==> config.mk <==
export PLATFORM = sky130hd
export DESIGN_NAME = tat_fifo
export DESIGN_NICKNAME = d
export VERILOG_FILES = /design/src/hw/rtl/tat_fifo.sv
export SDC_FILE = /design/constraint.sdc
export NUM_CORES = 1
export LEC_CHECK = 0
export BUFFER_PORTS_ARGS = -buffer_cell sky130_fd_sc_hd__clkbuf_2
export CAP_MARGIN = 30
export CORE_MARGIN = 3
export CORE_UTILIZATION = 40
export DETAILED_ROUTE_END_ITERATION = 16
export PLACE_DENSITY = 0.75
export RECOVER_POWER = 50
export SLEW_MARGIN = 20
export SYNTH_ARGS = -nofsm -noshare
export SYNTH_HDL_FRONTEND = slang
export SYNTH_SLANG_ARGS = --single-unit
==> constraint.sdc <==
create_clock -name clk -period 1.53 [get_ports clk]
set_input_delay 0.306 -clock clk [delete_from_list [all_inputs] [get_ports clk]]
set_output_delay 0.306 -clock clk [all_outputs]
set_load 0.01 [all_outputs]
==> src/hw/rtl/tat_fifo.sv <==
// ----------------------------------------------------------------------------
// tat_fifo
// Two-entry register queue with count-based full and empty flags.
// ----------------------------------------------------------------------------
module tat_fifo #(
	parameter int W = 8
) (
	input  logic         clk,
	input  logic         arst_n,
	input  logic         wr_en,
	input  logic [W-1:0] wr_data,
	output logic         full,
	input  logic         rd_en,
	output logic [W-1:0] rd_data,
	output logic         empty
);

	logic [W-1:0] mem_q [2];
	logic         wr_ptr_q;
	logic         rd_ptr_q;
	logic [1:0]   cnt_q;
	logic         do_wr;
	logic         do_rd;

	assign full    = (cnt_q == 2'd2);
	assign empty   = (cnt_q == 2'd0);
	assign do_wr   = wr_en && !full;
	assign do_rd   = rd_en && !empty;
	assign rd_data = mem_q[rd_ptr_q];

	// store written items
	always_ff @(posedge clk) begin
		if (do_wr) begin
			mem_q[wr_ptr_q] <= wr_data;
		end
	end

	// advance pointers and count
	always_ff @(posedge clk or negedge arst_n) begin
		if (!arst_n) begin
			wr_ptr_q <= 1'b0;
			rd_ptr_q <= 1'b0;
			cnt_q    <= 2'd0;
		end else begin
			if (do_wr) begin
				wr_ptr_q <= !wr_ptr_q;
			end
			if (do_rd) begin
				rd_ptr_q <= !rd_ptr_q;
			end
			if (do_wr && !do_rd) begin
				cnt_q <= cnt_q + 2'd1;
			end else if (do_rd && !do_wr) begin
				cnt_q <= cnt_q - 2'd1;
			end
		end
	end

endmodule

== Word level (Yosys, flattened, before mapping) ==
Memories as Yosys holds them, arrays and structs flattened.
Index checks and enable logic that the tools add are counted.
Widths: inputs -> output; s select.

* Equal/unequal tests: 1
* Add/sub/neg operators: 2
* Reductions and logical operators: 12
* Multiplexer cells: 4

{| class="wikitable"
|+ Operators by type and width
! kind !! count
|-
| $logic_not 1->1 || 6
|-
| $logic_and 1x1->1 || 4
|-
| $mux 2 || 2
|-
| $add 2x1->2 const B || 1
|-
| $eq 2x2->1 const B || 1
|-
| $logic_not 2->1 || 1
|-
| $mux 1 || 2
|-
| $reduce_bool 2->1 || 1
|-
| $sub 2x1->2 const B || 1
|}

* Output and inout port bits: 10
* Bits in writable memories: 16
* Bits in registers: 4
* Memories kept: 1
* Input port bits: 12
* Logic and storage cells: 23

{| class="wikitable"
|+ Memory list
! memory !! depth !! bits a word !! read ports !! clocked after memory_dff !! write ports !! RTL line !! RTL
|-
| mem_q || 2 || 8 || 1 || 0 || 1 || 18 || <nowiki>logic [W-1:0] mem_q [2];</nowiki>
|}

== Depth between registers and ports, before layout ==
* Word-level depth: 7
* Depth in mapped cells: 7
* Gate-level depth less buffers: 7

== Least setup slack after synthesis ==
Ideal clock, no wire load.

* Kind: reg2reg
* Start: register cnt_q[0]
* End: memory mem_q[0][0] (enable)
* Arrival: 1.022 ns
* Period minus slack after synthesis: 1.392 ns
* Path buffers: 0
* Data required time: 1.160 ns
* Setup time: 0.370 ns
* Path slack: 0.138 ns
* Cell stages (with the launch flop): 4
* Path through: dfrtp_1 > nand2b_1 > nand2_2 > nor2_1

* Cells in the longest elaborated chain, start to end: 5

{| class="wikitable"
|+ RTL lines
! element !! RTL line !! RTL
|-
| start, declared || 21 || <nowiki>logic [1:0] cnt_q;</nowiki>
|-
| start signal, assigned || 52 || <nowiki>cnt_q <= cnt_q + 2'd1;</nowiki>
|-
| start signal, assigned || 54 || <nowiki>cnt_q <= cnt_q - 2'd1;</nowiki>
|-
| $eq 2x2->1 || 25 || <nowiki>assign full = (cnt_q == 2'd2);</nowiki>
|-
| $logic_not 1->1 || 27 || <nowiki>assign do_wr = wr_en && !full;</nowiki>
|-
| $logic_and 1x1->1 || 27 ||
|-
| $mux 1 || 33 || <nowiki>if (do_wr) begin</nowiki>
|-
| $mux 1 (implied by the code) || 34 || <nowiki>mem_q[wr_ptr_q] <= wr_data;</nowiki>
|-
| end, declared || 18 ||
|}

No other way between the ends.

== Final worst setup path ==
* Start: register rd_ptr_q
* End: output rd_data[3]

* Cells in the longest elaborated chain, start to end: 1

{| class="wikitable"
|+ RTL lines
! element !! RTL line !! RTL
|-
| start, declared || 20 || <nowiki>logic rd_ptr_q;</nowiki>
|-
| start signal, assigned || 49 || <nowiki>rd_ptr_q <= !rd_ptr_q;</nowiki>
|-
| $mem_v2 2x8 || -- ||
|-
| end, declared || 14 || <nowiki>output logic [W-1:0] rd_data,</nowiki>
|}

No other way between the ends.

==> results.py <==
metrics = {
    "run_status": {
        "outcome": "finished, violations left",
        "violations": "setup timing",
    },
    "placed_design": {
        "place_congestion": 0.6706,
        "port_buffers": 21,
        "dp_cells": 93,
        "hpwl_um": 893.3,
    },
    "power_and_ir_drop": {
        "power_density_mw_per_mm2": 1886,
        "p_leak_nw": 0.4672,
        "vdd_ir_drop_max_mv": 1.017,
    },
    "sta": {
        "finalCritPeriodShare_pct": 103.5,
        "min_period_ns": 1.583,
        "final-hold-violation-count": 0,
        "fin_worst_skew_ns": 0.001422,
        "slew_headroom_pct": 83.67,
        "rsz0062_at_grt": "yes",
        "setup_slack_ns": -0.05329,
        "fin_tns_setup_ns": -0.3730,
        "setup_viol": 8,
        "holdWs_ns": 0.1993,
        "finalMaxSlewViolations": 0,
        "tightest_slew_ns": 0.2433,
        "fmax_mhz": 631.6,
    },
    "floorplan": {
        "core_mm2": 0.001783,
        "ioPinCount": 22,
        "start_util_pct": 43.86,
        "die_w_um": 50.22,
        "row_count": 15,
        "die_area_mm2": 0.002522,
        "dieHeight_um": 50.22,
    },
    "detailed_routing": {
        "drt_pass1_iterations": 2,
        "drt_iter0_markers": 8,
        "drc": 0,
        "postRouteAntennaNets": 0,
        "wire_per_inst_um": 12.62,
        "avgViaCountPerCell": 4.663,
        "wirelength_um": 1275,
        "via_count": 471,
    },
    "setup_path": {
        "arrival_ns": 1.28,
        "start_kind": "flop",
        "path_cells": "buf_6, mux2_4, buf_6",
        "max_stage_delay_ns": 0.43,
        "crit_path_max_fanout": 5,
        "crit_slowest_cell": "dfrtp_2",
        "path_buf_inv": 2,
        "cpMostUsedCell": "buf_6",
        "cp_top_family": "flip-flops",
        "cp-end-kind": "output pin",
        "path_class": "flop to output pin",
        "cp_data_required_time_ns": 1.22,
    },
    "global_routing": {
        "overflow": 0,
        "grt_max_degree": 12,
        "track_usage_pct": 11.84,
        "grt_pass1_vias": 487,
        "grt_pass1_wl_um": 2035,
        "antenna_found_initial": 0,
    },
    "final_layout": {
        "regArea_um2": 583.1,
        "nets": 90,
        "num_antenna_cells": 0,
        "multiInputGateArea_um2": 222.7,
        "utilization_pct": 60.49,
        "layoutNonFillerInstCount": 101,
        "drive_gt1_share_pct": 52.63,
        "area_delta_synth_final_pct": 37.92,
        "fillers": 131,
    },
    "yosys": {
        "ys_types": 15,
        "yosysTopAreaCell": "edfxtp_1",
        "synth.most_common_cell": "edfxtp_1",
        "ys.flop_type": "edfxtp_1",
        "syn_inst": 44,
        "synth_edf_count": 16,
        "yosysTopAreaCellShare_pct": 61.44,
        "synth_area_leaders": "edfxtp_1 (61%), dfrtp_1 (13%), mux2_1 (8.6%)",
        "netlist_area_um2": 782.0,
        "synth-seq-area-share_pct": 74.24,
        "synth_warnings": 0,
        "ys_ff_latch": 20,
        "avgSynthCellArea_um2": 17.77,
        "syn_nets": 57,
        "synth_commonest_cells": "edfxtp_1 (16), mux2_1 (6), dfrtp_1 (4), nor2_1 (3)",
        "synth-async-reset-ratio_pct": 20.00,
    },
    "cts": {
        "clk_path_buf_depth": 2,
        "cts_buffers": 3,
        "clk_latency_ns": 0.29,
        "h-tree-depth": 1,
        "cts_root_buf": "clkbuf_4",
        "cts_tree": "built",
        "path_clk_slew_ns": 0.10,
        "cts_sinks": 20,
    },
    "min_path": {
        "hp-class": "primary input to flop",
    },
    "run": {
        "max-cap-violations": 0,
    },
}
metrics by stage:
stage          setup slack [ns]  total power, W  area [um2]
2_1_floorplan            0.1379        0.001259       782.0
3_3_place_gp            0.06562        0.001486       943.4
3_5_place_dp            0.04805        0.001512       943.4
4_1_cts                -0.06625        0.001930        1033
5_1_grt                 -0.1093        0.002172        1079
6_report               -0.05329        0.002034        1079
cell families (layout without fill, tap and decap cells):
kind of cell	Yosys count	in the layout	synth area share [%]
flops	20	20	74.24
mux	8	8	11.52
simple gates	6	6	3.841
xor+xnor	5	5	6.561
buf+inv	3	35	1.600
fa+ha+maj	1	1	1.600
compound gates	1	1	0.6394
cell usage in the layout (no fill, tap or decap):
cell | netlist | routed
xnor2_2 | 1 | 1
clkbuf_1 | 0 | 5
clkbuf_2 | 0 | 11
and3_1 | 1 | 1
mux2_2 | 2 | 1
buf_4 | 0 | 5
inv_1 | 2 | 2
ha_1 | 1 | 1
xnor2_1 | 2 | 2
clkbuf_4 | 0 | 3
o21ai_1 | 1 | 1
buf_6 | 0 | 8
xor2_1 | 2 | 2
nand2_2 | 1 | 1
dlygate4sd3_1 | 0 | 1
nor2_1 | 3 | 3
dfrtp_1 | 4 | 2
dfrtp_2 | 0 | 2
edfxtp_1 | 16 | 16
nand2b_4 | 0 | 1
mux2_4 | 0 | 7
power breakdown:
group	internal, W	switching (W)
logic	0.000554	0.000373
registers	0.000766	0.0000981
clock network	0.000101	0.000141
total	0.00142	0.000612
worst paths after layout:
check	from	end	slack, ns	cells after the start
worst max-delay path	rd_ptr_q	rd_data[3]	-0.05	3
worst min-delay path	wr_data[0]	mem_q[0][0]	0.20	1
worst max register to register	cnt_q[0]	cnt_q[1]	0.08	7
worst min register to register	cnt_q[0]	cnt_q[0]	0.53	1
max in group asynchronous	arst_n	rd_ptr_q	0.96	2
min in group asynchronous	arst_n	cnt_q[1]	0.37	2
per-layer routing:
layer | vias up | GRT usage [%] | part of all wire, %
li1 | 224 | - | -
met1 | 225 | 12.62 | 39
met2 | 17 | 19.57 | 52
met3 | 5 | 2.967 | 4.9
met4 | 0 | 9.677 | 3.5
met5 | - | 0 | 0
flip-flops by register name, summed over array words and instances (netlist names):
name	count
mem_q	16
cnt_q	2
rd_ptr_q	1
wr_ptr_q	1
area by class of cell:
| cell class | instances | area share (%) |
|---|---|---|
| flip-flops and latches | 20 | 54.06 |
| multi-input cells | 21 | 20.65 |
| repair buffers | 29 | 19.26 |
| well taps | 25 | 2.900 |
| clock buffers | 4 | 2.436 |
| inverters | 2 | 0.6961 |
what timing repair did:
item                                    in CTS  in global routing
endpoints found under the hold margin        4                  0
gates resized for setup                     10                 15
endpoints found under the setup margin       8                  9
buffers inserted                             3                  0
hold buffers                                 1                  0
Note: power is estimated with default switching activity, not from simulation.
